### src/mtvg_pkg.sv
// ----------------------------------------------------------------------------
// mtvg_pkg
// Types and constants shared by the MIDI track voice gate modules.
// ----------------------------------------------------------------------------
`default_nettype none

package mtvg_pkg;

    // Track address width in the shared structs (32 tracks at most)
    localparam int TRK_AW = 5;

    // Input actions
    localparam logic [1:0] AC_NOTE_ON  = 2'd0;
    localparam logic [1:0] AC_NOTE_OFF = 2'd1;
    localparam logic [1:0] AC_TICK     = 2'd2;
    localparam logic [1:0] AC_PANIC    = 2'd3;

    // Register indexes (byte address = 8 * index)
    localparam logic [1:0] REG_DUB_ENABLE = 2'd0;
    localparam logic [1:0] REG_PORT_OPEN  = 2'd1;
    localparam logic [1:0] REG_CHAN_LOW   = 2'd2;
    localparam logic [1:0] REG_CHAN_HIGH  = 2'd3;

    // MIDI status high nibbles
    localparam logic [3:0] STAT_NOTE_OFF = 4'h8;
    localparam logic [3:0] STAT_NOTE_ON  = 4'h9;
    localparam logic [3:0] STAT_CONTROL  = 4'hB;

    localparam logic [6:0] CC_ALL_NOTES_OFF = 7'd123;
    localparam logic [7:0] NOTE_OFFSET      = 8'd11;
    localparam logic [7:0] NOTE_MAX         = 8'd96;
    localparam logic [6:0] VEL_DEFAULT      = 7'd100;
    localparam logic [3:0] LAST_CHANNEL     = 4'd15;

    typedef struct packed {
        logic         dub_enable;
        logic         port_open;
        logic [127:0] chan_map;     // {high map, low map}, track 0 in bits 3:0
    } cfg_t;

    typedef struct packed {
        logic [6:0] note;           // sounding MIDI note, 0 = none
        logic       gate;
    } entry_t;

    typedef struct packed {
        logic              rd_en;
        logic [TRK_AW-1:0] rd_addr;
        logic              wr_en;
        logic [TRK_AW-1:0] wr_addr;
        entry_t            wr_data;
    } mem_req_t;

    typedef struct packed {
        logic [6:0] data_two;
        logic [6:0] data_one;
        logic [7:0] status;
    } msg_t;

endpackage

`default_nettype wire

### src/mtvg_regs.sv
// ----------------------------------------------------------------------------
// mtvg_regs
// APB configuration registers: dub enable, port open and the channel maps.
// ----------------------------------------------------------------------------
`default_nettype none

module mtvg_regs
    import mtvg_pkg::*;
(
    input  wire logic        clk,
    input  wire logic        rst_n,
    input  wire logic        psel,
    input  wire logic        penable,
    input  wire logic        pwrite,
    input  wire logic [4:0]  paddr,
    input  wire logic [63:0] pwdata,
    output logic [63:0]      prdata,
    output cfg_t             cfg
);

    logic        dub_enable_reg;
    logic        port_open_reg;
    logic [63:0] chan_low_reg;
    logic [63:0] chan_high_reg;
    logic        wr_en;
    logic [1:0]  reg_idx;

    assign reg_idx = paddr[4:3];
    assign wr_en   = psel & penable & pwrite;

    always_ff @(posedge clk or negedge rst_n)
    begin
        if (!rst_n)
        begin
            dub_enable_reg <= 1'b1;
            port_open_reg  <= 1'b0;
            chan_low_reg   <= '0;
            chan_high_reg  <= '0;
        end
        else if (wr_en)
        begin
            unique case (reg_idx)
                REG_DUB_ENABLE: dub_enable_reg <= pwdata[0];
                REG_PORT_OPEN:  port_open_reg  <= pwdata[0];
                REG_CHAN_LOW:   chan_low_reg   <= pwdata;
                REG_CHAN_HIGH:  chan_high_reg  <= pwdata;
                default:        ;
            endcase
        end
    end

    always_comb
    begin
        unique case (reg_idx)
            REG_DUB_ENABLE: prdata = {63'd0, dub_enable_reg};
            REG_PORT_OPEN:  prdata = {63'd0, port_open_reg};
            REG_CHAN_LOW:   prdata = chan_low_reg;
            REG_CHAN_HIGH:  prdata = chan_high_reg;
            default:        prdata = '0;
        endcase
    end

    assign cfg.dub_enable = dub_enable_reg;
    assign cfg.port_open  = port_open_reg;
    assign cfg.chan_map   = {chan_high_reg, chan_low_reg};

endmodule

`default_nettype wire

### src/mtvg_mem.sv
// ----------------------------------------------------------------------------
// mtvg_mem
// Per-track voice state memory, one read and one write port, registered
// read data. Per-entry valid bits make every entry read as idle after reset.
// ----------------------------------------------------------------------------
`default_nettype none

module mtvg_mem
    import mtvg_pkg::*;
#(
    parameter int TRACKS = 32
)
(
    input  wire logic     clk,
    input  wire logic     rst_n,
    input  wire mem_req_t req,
    output entry_t        rdata
);

    localparam int AW = (TRACKS > 1) ? $clog2(TRACKS) : 1;

    entry_t            mem [TRACKS];
    logic [TRACKS-1:0] valid_reg;
    entry_t            rd_data_reg;
    logic              rd_valid_reg;

    always_ff @(posedge clk)
    begin
        if (req.wr_en)
            mem[req.wr_addr[AW-1:0]] <= req.wr_data;
        if (req.rd_en)
            rd_data_reg <= mem[req.rd_addr[AW-1:0]];
    end

    always_ff @(posedge clk or negedge rst_n)
    begin
        if (!rst_n)
        begin
            valid_reg    <= '0;
            rd_valid_reg <= 1'b0;
        end
        else
        begin
            if (req.wr_en)
                valid_reg[req.wr_addr[AW-1:0]] <= 1'b1;
            if (req.rd_en)
                rd_valid_reg <= valid_reg[req.rd_addr[AW-1:0]];
        end
    end

    assign rdata = rd_valid_reg ? rd_data_reg : '0;

endmodule

`default_nettype wire

### src/mtvg_seq.sv
// ----------------------------------------------------------------------------
// mtvg_seq
// Request sequencer: reads, updates and writes back track entries, builds
// MIDI messages and holds one back so the final one can carry tlast.
// ----------------------------------------------------------------------------
`default_nettype none

module mtvg_seq
    import mtvg_pkg::*;
#(
    parameter int TRACKS = 32
)
(
    input  wire logic       clk,
    input  wire logic       rst_n,
    input  wire cfg_t       cfg,
    input  wire logic       s_tvalid,
    output logic            s_tready,
    input  wire logic [1:0] s_action,
    input  wire logic [7:0] s_track,
    input  wire logic [7:0] s_note,
    input  wire logic [7:0] s_velocity,
    output logic            m_tvalid,
    input  wire logic       m_tready,
    output msg_t            m_msg,
    output logic            m_tlast,
    output mem_req_t        mem_req,
    input  wire entry_t     mem_rdata
);

    localparam logic [2:0] ST_IDLE  = 3'd0;
    localparam logic [2:0] ST_READ  = 3'd1;
    localparam logic [2:0] ST_PROC  = 3'd2;
    localparam logic [2:0] ST_CC    = 3'd3;
    localparam logic [2:0] ST_FLUSH = 3'd4;

    localparam logic [TRK_AW-1:0] LAST_TRK = TRK_AW'(TRACKS - 1);

    logic [2:0]        state_reg,    state_next;
    logic [1:0]        act_reg,      act_next;
    logic [TRK_AW-1:0] idx_reg,      idx_next;
    logic [6:0]        note_reg,     note_next;
    logic [6:0]        vel_reg,      vel_next;
    logic              off_done_reg, off_done_next;
    logic [3:0]        cc_reg,       cc_next;
    logic              pend_valid_reg;
    msg_t              pend_msg_reg;
    logic              out_valid_reg;
    msg_t              out_msg_reg;
    logic              out_last_reg;

    logic       accept;
    logic       in_range;
    logic       note_ok;
    logic [7:0] note_sum;
    logic [3:0] chan;
    logic       out_free;
    logic       push_req;
    msg_t       push_msg;
    logic       flush_req;
    logic       step_ok;
    logic       out_load;

    assign s_tready = (state_reg == ST_IDLE);
    assign accept   = s_tvalid & s_tready;
    assign in_range = (s_track < 8'(TRACKS));
    assign note_ok  = (s_note != 8'd0) && (s_note <= NOTE_MAX);
    assign note_sum = s_note + NOTE_OFFSET;
    assign chan     = cfg.chan_map[{idx_reg, 2'b00} +: 4];
    assign out_free = ~out_valid_reg | m_tready;
    assign step_ok  = ~push_req | ~pend_valid_reg | out_free;

    always_comb
    begin
        state_next    = state_reg;
        act_next      = act_reg;
        idx_next      = idx_reg;
        note_next     = note_reg;
        vel_next      = vel_reg;
        off_done_next = off_done_reg;
        cc_next       = cc_reg;
        push_req      = 1'b0;
        push_msg      = '0;
        flush_req     = 1'b0;
        mem_req       = '0;

        unique case (state_reg)
            ST_IDLE:
            begin
                act_next      = s_action;
                idx_next      = s_track[TRK_AW-1:0];
                note_next     = note_sum[6:0];
                vel_next      = (s_velocity == 8'd0) ? VEL_DEFAULT : s_velocity[6:0];
                off_done_next = 1'b0;
                cc_next       = '0;
                if (accept)
                begin
                    case (s_action)
                        AC_NOTE_ON:
                            if (cfg.dub_enable && cfg.port_open && in_range && note_ok)
                                state_next = ST_READ;
                        AC_NOTE_OFF:
                            if (cfg.dub_enable && in_range)
                                state_next = ST_READ;
                        AC_TICK:
                        begin
                            idx_next = '0;
                            if (cfg.dub_enable)
                                state_next = ST_READ;
                        end
                        default:
                        begin
                            idx_next   = '0;
                            state_next = ST_READ;
                        end
                    endcase
                end
            end

            ST_READ:
            begin
                mem_req.rd_en   = 1'b1;
                mem_req.rd_addr = idx_reg;
                state_next      = ST_PROC;
            end

            ST_PROC:
            begin
                mem_req.wr_addr = idx_reg;
                case (act_reg)
                    AC_NOTE_ON:
                    begin
                        // old note off first, then the new note on
                        if (mem_rdata.note != 7'd0 && !off_done_reg)
                        begin
                            push_req = 1'b1;
                            push_msg = '{data_two: 7'd0, data_one: mem_rdata.note,
                                         status: {STAT_NOTE_OFF, chan}};
                            if (step_ok)
                                off_done_next = 1'b1;
                        end
                        else
                        begin
                            push_req = 1'b1;
                            push_msg = '{data_two: vel_reg, data_one: note_reg,
                                         status: {STAT_NOTE_ON, chan}};
                            if (step_ok)
                            begin
                                mem_req.wr_en   = 1'b1;
                                mem_req.wr_data = '{note: note_reg, gate: 1'b1};
                                state_next      = ST_FLUSH;
                            end
                        end
                    end
                    AC_NOTE_OFF:
                    begin
                        push_req = cfg.port_open && (mem_rdata.note != 7'd0);
                        push_msg = '{data_two: 7'd0, data_one: mem_rdata.note,
                                     status: {STAT_NOTE_OFF, chan}};
                        if (step_ok)
                        begin
                            mem_req.wr_en   = (mem_rdata.note != 7'd0);
                            mem_req.wr_data = '0;
                            state_next      = ST_FLUSH;
                        end
                    end
                    AC_TICK:
                    begin
                        push_req = cfg.port_open && mem_rdata.gate &&
                                   (mem_rdata.note != 7'd0);
                        push_msg = '{data_two: 7'd0, data_one: mem_rdata.note,
                                     status: {STAT_NOTE_OFF, chan}};
                        if (step_ok)
                        begin
                            mem_req.wr_en   = mem_rdata.gate;
                            mem_req.wr_data = '0;
                            idx_next        = idx_reg + 1'b1;
                            state_next      = (idx_reg == LAST_TRK) ? ST_FLUSH : ST_READ;
                        end
                    end
                    default:
                    begin
                        // panic keeps the gate mark
                        push_req = cfg.port_open && (mem_rdata.note != 7'd0);
                        push_msg = '{data_two: 7'd0, data_one: mem_rdata.note,
                                     status: {STAT_NOTE_OFF, chan}};
                        if (step_ok)
                        begin
                            mem_req.wr_en   = (mem_rdata.note != 7'd0);
                            mem_req.wr_data = '{note: 7'd0, gate: mem_rdata.gate};
                            idx_next        = idx_reg + 1'b1;
                            if (idx_reg != LAST_TRK)
                                state_next = ST_READ;
                            else if (cfg.port_open)
                                state_next = ST_CC;
                            else
                                state_next = ST_FLUSH;
                        end
                    end
                endcase
            end

            ST_CC:
            begin
                push_req = 1'b1;
                push_msg = '{data_two: 7'd0, data_one: CC_ALL_NOTES_OFF,
                             status: {STAT_CONTROL, cc_reg}};
                if (step_ok)
                begin
                    cc_next = cc_reg + 1'b1;
                    if (cc_reg == LAST_CHANNEL)
                        state_next = ST_FLUSH;
                end
            end

            ST_FLUSH:
            begin
                flush_req = pend_valid_reg;
                if (!pend_valid_reg || out_free)
                    state_next = ST_IDLE;
            end

            default:
                state_next = ST_IDLE;
        endcase
    end

    // held message moves out when a newer one arrives or the request ends
    assign out_load = out_free & ((push_req & pend_valid_reg) | flush_req);

    always_ff @(posedge clk or negedge rst_n)
    begin
        if (!rst_n)
        begin
            state_reg      <= ST_IDLE;
            off_done_reg   <= 1'b0;
            cc_reg         <= '0;
            idx_reg        <= '0;
            pend_valid_reg <= 1'b0;
            out_valid_reg  <= 1'b0;
        end
        else
        begin
            state_reg    <= state_next;
            off_done_reg <= off_done_next;
            cc_reg       <= cc_next;
            idx_reg      <= idx_next;

            if (push_req && step_ok)
                pend_valid_reg <= 1'b1;
            else if (flush_req && out_free)
                pend_valid_reg <= 1'b0;

            if (out_load)
                out_valid_reg <= 1'b1;
            else if (m_tready)
                out_valid_reg <= 1'b0;
        end
    end

    always_ff @(posedge clk)
    begin
        act_reg  <= act_next;
        note_reg <= note_next;
        vel_reg  <= vel_next;
        if (push_req && step_ok)
            pend_msg_reg <= push_msg;
        if (out_load)
        begin
            out_msg_reg  <= pend_msg_reg;
            out_last_reg <= flush_req;
        end
    end

    assign m_tvalid = out_valid_reg;
    assign m_msg    = out_msg_reg;
    assign m_tlast  = out_last_reg;

endmodule

`default_nettype wire

### src/midi_track_voice_gate_unit.sv
// ----------------------------------------------------------------------------
// midi_track_voice_gate_unit
// One monophonic MIDI voice per tracker track: note on/off, gate tick and
// panic, emitted as 3-byte MIDI messages.
//
//  Channel  Dir  Beat       Contents
//  s_*      in   request    tuser: action; tdata: track, note, velocity
//  m_*      out  message    tdata: status, data_one, data_two; tlast
//  apb      in   reg write  dub_enable, port_open, channel_map_low/high
//
//  Tick and panic walk every track with one read and one write-back of the
//  track memory per track; panic with the port open then sends controller
//  messages, one a cycle while m_* does not stall.
//  Reset leaves every track idle at once (per-entry valid bits).
//  A stalled m_* holds the sequencer only when a message must move into the output slot.
// ----------------------------------------------------------------------------
`default_nettype none

module midi_track_voice_gate_unit
    import mtvg_pkg::*;
#(
    parameter int TRACKS = 32
)
(
    input  wire logic        clk,
    input  wire logic        rst_n,
    input  wire logic        s_tvalid,
    output logic             s_tready,
    input  wire logic [23:0] s_tdata,   // track[7:0], note[15:8], velocity[23:16]
    input  wire logic [1:0]  s_tuser,   // action[1:0]
    output logic             m_tvalid,
    input  wire logic        m_tready,
    output logic [23:0]      m_tdata,   // status[7:0], data_one[14:8], data_two[21:15]
    output logic             m_tlast,
    input  wire logic        psel,
    input  wire logic        penable,
    input  wire logic        pwrite,
    input  wire logic [4:0]  paddr,
    input  wire logic [63:0] pwdata,
    output logic [63:0]      prdata,
    output logic             pready
);

    cfg_t     cfg;
    mem_req_t mem_req;
    entry_t   mem_rdata;
    msg_t     m_msg;

    assign pready = 1'b1;

    mtvg_regs u_regs (
        .clk     (clk),
        .rst_n   (rst_n),
        .psel    (psel),
        .penable (penable),
        .pwrite  (pwrite),
        .paddr   (paddr),
        .pwdata  (pwdata),
        .prdata  (prdata),
        .cfg     (cfg)
    );

    mtvg_mem #(.TRACKS(TRACKS)) u_mem (
        .clk   (clk),
        .rst_n (rst_n),
        .req   (mem_req),
        .rdata (mem_rdata)
    );

    mtvg_seq #(.TRACKS(TRACKS)) u_seq (
        .clk        (clk),
        .rst_n      (rst_n),
        .cfg        (cfg),
        .s_tvalid   (s_tvalid),
        .s_tready   (s_tready),
        .s_action   (s_tuser),
        .s_track    (s_tdata[7:0]),
        .s_note     (s_tdata[15:8]),
        .s_velocity (s_tdata[23:16]),
        .m_tvalid   (m_tvalid),
        .m_tready   (m_tready),
        .m_msg      (m_msg),
        .m_tlast    (m_tlast),
        .mem_req    (mem_req),
        .mem_rdata  (mem_rdata)
    );

    assign m_tdata = {2'b00, m_msg.data_two, m_msg.data_one, m_msg.status};

    a_status_kind: assert property (@(posedge clk) disable iff (!rst_n)
        m_tvalid |-> (m_tdata[7:4] == STAT_NOTE_OFF || m_tdata[7:4] == STAT_NOTE_ON ||
                      m_tdata[7:4] == STAT_CONTROL))
        else $error("unexpected MIDI status kind");

    a_off_ctl_zero: assert property (@(posedge clk) disable iff (!rst_n)
        m_tvalid && (m_tdata[7:4] == STAT_NOTE_OFF || m_tdata[7:4] == STAT_CONTROL)
        |-> m_tdata[21:15] == 7'd0)
        else $error("note-off or control message with nonzero second byte");

    a_cc_number: assert property (@(posedge clk) disable iff (!rst_n)
        m_tvalid && m_tdata[7:4] == STAT_CONTROL |-> m_tdata[14:8] == CC_ALL_NOTES_OFF)
        else $error("control message is not all-notes-off");

    a_mem_no_overlap: assert property (@(posedge clk) disable iff (!rst_n)
        mem_req.rd_en && mem_req.wr_en |-> mem_req.rd_addr != mem_req.wr_addr)
        else $error("track memory read and write to the same entry");

endmodule

`default_nettype wire
### config.mk
export PLATFORM = sky130hd
export DESIGN_NAME = midi_track_voice_gate_unit
export DESIGN_NICKNAME = d
export VERILOG_FILES = /design/src/mtvg_pkg.sv /design/src/mtvg_regs.sv /design/src/mtvg_mem.sv /design/src/mtvg_seq.sv /design/src/midi_track_voice_gate_unit.sv
export SDC_FILE = /design/constraint.sdc
export NUM_CORES = 1
export LEC_CHECK = 0
export ABC_AREA = 1
export BUFFER_PORTS_ARGS = -buffer_cell sky130_fd_sc_hd__buf_4
export CAP_MARGIN = 20
export CORE_MARGIN = 10
export CORE_UTILIZATION = 30
export DETAILED_ROUTE_END_ITERATION = 6
export RECOVER_POWER = 50
export SLEW_MARGIN = 0
export SYNTH_ARGS = -nofsm -noshare
export SYNTH_HDL_FRONTEND = slang
export SYNTH_SLANG_ARGS = --single-unit
### constraint.sdc
create_clock -name clk -period 4.1 [get_ports clk]
set_input_delay 0.615 -clock clk [delete_from_list [all_inputs] [get_ports clk]]
set_output_delay 0.615 -clock clk [all_outputs]
set_load 0.05 [all_outputs]
==> reports/metrics.csv, run 1 <==
stage,metric,value,unit
outcome,status,"complete, but fails checks",
outcome,violations,"hold timing, capacitance limit, slew limit",
power,pwr-share-comb,33.2,%
worst_setup_path,worst_path_max_delay_cell,clkbuf_1,
detailed_routing,final_antenna_net_count,0,
global_route,grt-ovfl-total,0,
logic_synthesis,synth.yosys.warnings,0,
die,die_h,294,um
die,ios,194,
logic_synthesis,yosys-top-cells-area,"edfxtp_1 (43%), dfrtp_1 (20%), nand2_1 (6.9%), inv_1 (5.7%), o21ai_0 (5.0%)",
power,switchingPower,6.33,mW
placed_design,portBuffers,186,
worst_setup_path,required,4.25,ns
die,start_util,30.3,%
worst_setup_path,cpPeakStageDelay,1.21,ns
detailed_routing,first_pass_iters,7,
sta,finalClockSkew,0.0258,ns
die,core_area,0.0746,mm^2
worst_setup_path,cp-start-kind,flop,
cts,cts.sinks,501,
logic_synthesis,syn_area_per_cell,9.86,um^2
cts,cts_hold_repair.buffers,0,
logic_synthesis,synth.largest_area_cell,edfxtp_1,
layout,multi_input_area,0.00649,mm^2
detailed_routing,vias_per_cell,4.82,
cts,clock_latency,0.62,ns
layout,synthToLayoutAreaGrowth,16.9,%
sta,setup_viol,0,
die,die_w,294,um
global_route,grt_pass1_vias,15900,
worst_setup_path,reg2reg_depth,8,
global_route,grt_pass1_wl,97400,um
sta,slew_viol_final,377,
worst_setup_path,cp.arrival,3.61,ns
sta,tns,0,ns
sta,rsz0062_at_grt,false,
cts,path_clk_slew,0.06,ns
power,power.share.sequential,39.1,%
sta,hold_slack,-0.00664,ns
cts,htreeDepth,2,
logic_synthesis,synth_top_cell_area_share,42.9,%
detailed_routing,first_iter_violations,1360,
detailed_routing,num_vias,16600,
power,swShare,38.5,%
cts,cts_buffers,53,
cts,cts_tree,yes,
placed_design,place_inst,3349,
logic_synthesis,ys_ff_latch,501,
hold_path,min_path_type,primary input to asynchronous set/reset pin,
sta,finalCritPeriodShare,84.4,%
worst_setup_path,reg2reg_setup_slack,0.64,ns
detailed_routing,drc,0,
placed_design,gp_congestion,0.828,
sta,finalHoldViolCount,4,
layout,finalNetCount,2541,
cts,clockBufferDepth,3,
power,cellPowerDensity,621,mW/mm^2
layout,largest_reg_flops,256,
global_route,antenna_found_initial,3,
worst_setup_path,crit_chain,inv_1 > nor2_1 > nand2_1 > clkbuf_1 > nor2_1 > nand3_1 > inv_1 > clkbuf_1,
placed_design,post-place-ws,1.02,ns
sta,layout_min_cycle_time,3.46,ns
layout,drive_above_1_share,13.0,%
global_route,grt_max_degree,160,
power,clockPowerShare,27.6,%
layout,layout.cells.non_filler,3450,
sta,worst_pin_slew,2.79,ns
detailed_routing,wire_per_inst,18.5,um
sta,max-slew-margin-rel,-86.2,%
placed_design,hpwlAfterDp,41900,um
global_route,gr-usage-all-layers,14.4,%
die,rows,100,
die,dieArea,0.0867,mm^2
logic_synthesis,synth_area,0.0226,mm^2
cts,cts_resized,0,
sta,max_freq,0.289,GHz
layout,regArea,0.0142,mm^2
layout,nFillCells,7531,
flow_run,cap_violations,7,
power,p_leak,11.1,nW
cts,root_buffer,clkbuf_16,
power,intPower,10.1,mW
logic_synthesis,yosysSeqAreaShare,62.6,%
sta,setup_ws,0.638,ns
power,peakVddDrop,0.462,mV
worst_setup_path,criticalPathCategory,flop to flop,
worst_setup_path,end_kind,flop,
logic_synthesis,yosys.cell_types.count,42,
cts,post_cts.repair.setup_buffers,0,
detailed_routing,routed_wl,63700,um
worst_setup_path,critical_path.max_fanout,32,
logic_synthesis,syn_inst,2292,
[cells in the mapped netlist, drive strengths merged]
cell	count
nand2	416
inv	351
edfxtp	323
o21ai	235
nand3	202
dfrtp	177
o211ai	126
nor2	92
clkbuf	76
o22ai	71
a21oi	64
buf	63
or2	41
nand4	19
a31oi	6
nor3	6
clkinv	5
ha	4
xnor2	3
xor2	3
conb	2
nor4	2
o31ai	2
a32o	1
dfstp	1
o2111ai	1
[worst max-delay path, delay by kind of cell (launching register included)]
family / cells / cell delay [ns]
and+or+nand+nor: 4 / 0.80
buffers and inverters: 4 / 1.73
DFF: 1 / 0.45
[power by group through the flow]
stage	Clock [mW]	Combinational [mW]	Sequential, mW
2_1_floorplan	0	3.59	6.65
3_3_place_gp	0	5.53	6.51
3_5_place_dp	0	5.56	6.52
4_1_cts	4.62	5.58	6.43
5_1_grt	4.83	6.03	6.50
6_report	4.54	5.46	6.43
[area by class of cell]
cell class	instances	share of cell area, %
clock inverter	43	1.09
timing repair buffer	225	6.08
tap	969	4.59
multi-input combinational	1298	24.5
sequential	501	53.6
clock buffer	56	5.06
antenna	2	0.0189
inverter	356	5.06
[metal layers]
metal  wire length, um  vias up  global-route usage (%)  share of wire (%)
met5                13        -                       0              0.020
met4              1740        2                    4.57                2.7
met1             27700     8046                    19.0                 44
li1                  -     8079                       -                  -
met2             30500      415                    23.7                 48
met3              3710       99                    2.58                5.8
[per-stage QoR]
stage          utilization [%]  total power, mW  instance area [um^2]
2_1_floorplan                -             10.2                 22600
4_1_cts                   35.7             16.6                 26600
5_1_grt                   35.4             17.3                 26400
6_report                  35.4             16.4                 26400
3_5_place_dp              33.5             12.1                 25000
3_3_place_gp              33.5             12.0                 25000
[cells in the final DEF (no fill, tap or decap), types with 18 or more instances in the layout]
master	Yosys	final
nand2_1	414	414
inv_1	345	349
nand3_1	200	200
edfxtp_1	323	323
buf_4	7	176
clkbuf_1	75	40
nand4_1	18	18
dfrtp_1	177	176
o21ai_0	226	227
clkinv_2	0	21
o22ai_1	71	71
a21oi_1	64	63
clkbuf_16	0	53
nor2_1	87	87
or2_2	36	36
o211ai_1	125	125
clkinv_1	5	18
[path summary, 6_finish.rpt]
| path | endpoint | startpoint |
|---|---|---|
| max | u_mem.mem[14][3]$_DFFE_PP_ | u_seq.state_reg[1]$_DFFE_PN0P_ |
| min | u_regs.chan_high_reg[37]$_DFFE_PN0P_ | rst_n |
| max reg2reg | u_mem.mem[14][3]$_DFFE_PP_ | u_seq.state_reg[1]$_DFFE_PN0P_ |
| min reg2reg | u_seq.m_msg[12]$_DFFE_PP_ | u_seq.pend_msg_reg[12]$_DFFE_PP_ |
| max in group asynchronous | u_mem.valid_reg[8]$_DFFE_PN0P_ | rst_n |
| min in group clk | u_seq.vel_reg[1]$_SDFFCE_PN0P_ | s_tdata[17] |
[cell families after synthesis]
group / count (synthesis) / synth area share, %
buf+inv: 495 / 8.73
fa+ha+maj: 4 / 0.221
flops: 501 / 62.6
other cells: 2 / 0.0332
simple gates: 778 / 15.0
compound gates: 506 / 13.1
xor+xnor: 6 / 0.233
No activity file was read; power rests on OpenSTA's default activity.
==> run 2, diff against run 1 <==
Settings changed: ABC_AREA 1 to 0.
Clock period 4.1 ns to 3 ns, I/O delays scaled along.
==> reports/metrics.csv, run 2 <==
stage,metric,value,unit,change
outcome,status,"complete, but fails checks",,
outcome,violations,"capacitance limit, slew limit",,
detailed_routing,vias_per_cell,5.09,,+5.5%
die,die_h,295,um,+0.31%
logic_synthesis,muxShareOfSynthArea,17.6,%,+18 points
detailed_routing,wire_per_inst,21.5,um,+16%
sta,max_freq,0.353,GHz,+22%
cts,clock_latency,0.60,ns,-0.02 ns
global_route,grt-ovfl-total,0,,unchanged
power,peakVddDrop,0.539,mV,+17%
global_route,grt_pass1_vias,15000,,-5.6%
logic_synthesis,synth_async_sr_flop_share,35.5,%,unchanged
logic_synthesis,yosys-top-cells-area,"edfxtp_1 (43%), dfrtp_1 (19%), mux2_2 (7.7%), mux2i_1 (5.5%), mux4_2 (4.4%)",,
layout,final_cell_mix,"edfxtp_1 (323), dfrtp_1 (175), buf_4 (164)",,
detailed_routing,first_pass_iters,5,,-2
sta,max-slew-margin-rel,-28.6,%,+58 points
detailed_routing,routed_wl,61300,um,-3.8%
layout,post-route-util,36.3,%,+0.82 points
cts,path_clk_slew,0.06,ns,about the same
worst_setup_path,cp-start-kind,flop,,
worst_setup_path,critical_path.max_fanout,25,,-22%
sta,setup_viol,0,,unchanged
logic_synthesis,synth_xor_xnor_area_share,0.192,%,-0.040 points
cts,htreeDepth,2,,unchanged
detailed_routing,drc,0,,unchanged
logic_synthesis,ys_ff_latch,501,,unchanged
logic_synthesis,synth_top_cell_area_share,42.6,%,-0.28 points
cts,cts_buffers,51,,-3.8%
logic_synthesis,synth_compound_area_share,8.89,%,-4.2 points
flow_run,cap_violations,1,,-6
sta,hold_slack,0.0964,ns,+0.103 ns
logic_synthesis,synthTopCellsByCount,"edfxtp_1 (323), dfrtp_1 (177), mux2_2 (156)",,
sta,finalHoldViolCount,0,,-4
layout,largest_reg_flops,256,,unchanged
global_route,antenna_found_initial,1,,-2
logic_synthesis,synth_top_family_by_area,multiplexers,,
worst_setup_path,criticalPathCategory,flop to flop,,
sta,rsz0062_at_grt,false,,
logic_synthesis,yosysMostFrequentCell,edfxtp_1,,
sta,finalCritPeriodShare,94.4,%,+9.9 points
layout,synthToLayoutAreaGrowth,19.2,%,
die,ios,194,,unchanged
placed_design,gp_congestion,0.812,,-2.0%
sta,slew_viol_final,65,,-83%
detailed_routing,final_antenna_net_count,0,,unchanged
cts,root_buffer,clkbuf_16,,
logic_synthesis,synth_edf_count,323,,unchanged
worst_setup_path,required,3.35,ns,-0.90 ns
sta,finalClockSkew,0.0151,ns,-0.0108 ns
die,dieArea,0.0873,mm^2,+0.62%
detailed_routing,num_vias,14500,,-13%
logic_synthesis,yosys.area_share.simple,7.72,%,-7.3 points
hold_path,min_path_type,primary input to flop,,
sta,layout_min_cycle_time,2.83,ns,-0.631 ns
power,cellPowerDensity,851,mW/mm^2,+37%
logic_synthesis,syn_area_per_cell,14.0,um^2,+42%
cts,cts_tree,yes,,
detailed_routing,first_iter_violations,1249,,-8.2%
die,rows,100,,unchanged
layout,drive_above_1_share,26.7,%,+14 points
die,die_w,295,um,+0.31%
logic_synthesis,synth.yosys.warnings,0,,unchanged
logic_synthesis,yosys.cell_types.count,75,,+79%
logic_synthesis,ys.flop_type,edfxtp_1,,
sta,setup_ws,0.168,ns,-0.469 ns
placed_design,post-place-ws,0.308,ns,-0.708 ns
die,core_area,0.0748,mm^2,+0.34%
logic_synthesis,synth.largest_area_cell,edfxtp_1,,
cts,cts.sinks,501,,unchanged
die,start_util,30.4,%,+0.098 points
logic_synthesis,synth_fa_ha_area_share,0.220,%,-0.0014 points
logic_synthesis,syn_inst,1620,,-29%
worst_setup_path,end_kind,flop,,
cts,clockBufferDepth,3,,unchanged
layout,finalNetCount,1945,,-23%
global_route,grt_max_degree,69,,-57%
placed_design,hpwlAfterDp,42100,um,+0.37%
placed_design,portBuffers,186,,unchanged
sta,worst_pin_slew,1.93,ns,-0.863 ns
layout,final_common_cell,edfxtp_1,,
logic_synthesis,synth_area,0.0228,mm^2,+0.66%
power,p_leak,9.96,nW,-10%
global_route,gr-usage-all-layers,13.7,%,-0.70 points
logic_synthesis,yosysSeqAreaShare,62.2,%,-0.41 points
sta,tns,0,ns,unchanged
global_route,grt_pass1_wl,92600,um,-4.9%
worst_setup_path,cp.arrival,3.18,ns,-0.43 ns
-- run 2: changes by cell type after synthesis, moves of 125 or more --
cell	change
o21ai_0	-201
mux2_2	+156
mux2i_1	+125
nand3_1	-152
nand2_1	-355
inv_1	-310
-- run 2: metrics by stage --
step,instance area [um^2],cells,power (mW)
after floorplan,22800,1622,14.3
after detailed placement,26000,2753,17.1
final,27100,2850,23.1
after global routing,27100,2850,24.1
after global placement,26000,2753,17.0
after CTS,27600,2848,23.6
-- run 2: worst paths after layout --
path	to	startpoint	slack, ns	cells past startpoint
max	u_mem.rd_data_reg[0]$_DFFE_PN_	u_seq.idx_reg[1]$_DFFE_PN0P_	0.17	5
max in group asynchronous	u_seq.idx_reg[0]$_DFFE_PN0P_	rst_n	0.47	3
max reg2reg	u_mem.rd_data_reg[0]$_DFFE_PN_	u_seq.idx_reg[1]$_DFFE_PN0P_	0.17	5
min reg2reg	u_seq.m_msg[3]$_DFFE_PP_	u_seq.pend_msg_reg[3]$_DFFE_PP_	0.42	0
min	u_regs.chan_high_reg[36]$_DFFE_PN0P_	pwdata[36]	0.1	2
min in group asynchronous	u_regs.chan_low_reg[27]$_DFFE_PN0P_	rst_n	0.65	2
-- run 2: metal layers --
metal | GRT usage (%) | share of wire [%] | vias up
li1 | - | - | 6599
met1 | 16.8 | 42 | 7407
met2 | 23.6 | 50 | 397
met3 | 2.65 | 5.7 | 103
met4 | 5.15 | 3.1 | 0
met5 | 0 | 0 | -
-- run 2: repair_timing --
| action | in CTS | in global routing |
|---|---|---|
| buffers inserted | 0 | 0 |
| endpoints found under the hold margin | 46 | 0 |
| gates resized for setup | 0 | 0 |
| hold buffers | 1 | 0 |
-- run 2: kinds of logic (layout without fill, tap and decap cells) --
family / Yosys count / count (layout)
buf+inv: 164 / 422
mux: 325 / 325
xor+xnor: 5 / 5
fa+ha+maj: 4 / 4
flops: 501 / 501
compound gates: 274 / 274
simple gates: 345 / 345
other cells: 2 / 5
-- run 2: worst max-delay path, stage by stage, from the launching register on --
cell       delay [ns]
dfrtp_1          1.06
nand4bb_1        0.23
buf_4            0.30
nor2_1           0.38
a21oi_1          0.15
a311oi_1         0.45
-- run 2: report_power, final --
part	leakage, nW	internal [mW]	switching (mW)	total (mW)
clock network	0.805	3.70	2.64	6.33
registers	5.06	8.42	0.745	9.16
logic	4.09	2.86	4.74	7.61
-- run 2: area by class of cell --
cell class	instances	area (um^2)
antenna	1	2.50
clock buffer	64	1390
clock inverter	30	278
fill	7260	47700
inverter	37	144
multi-input combinational	957	7930
sequential	501	14200
tap	969	1210
timing repair buffer	291	2020
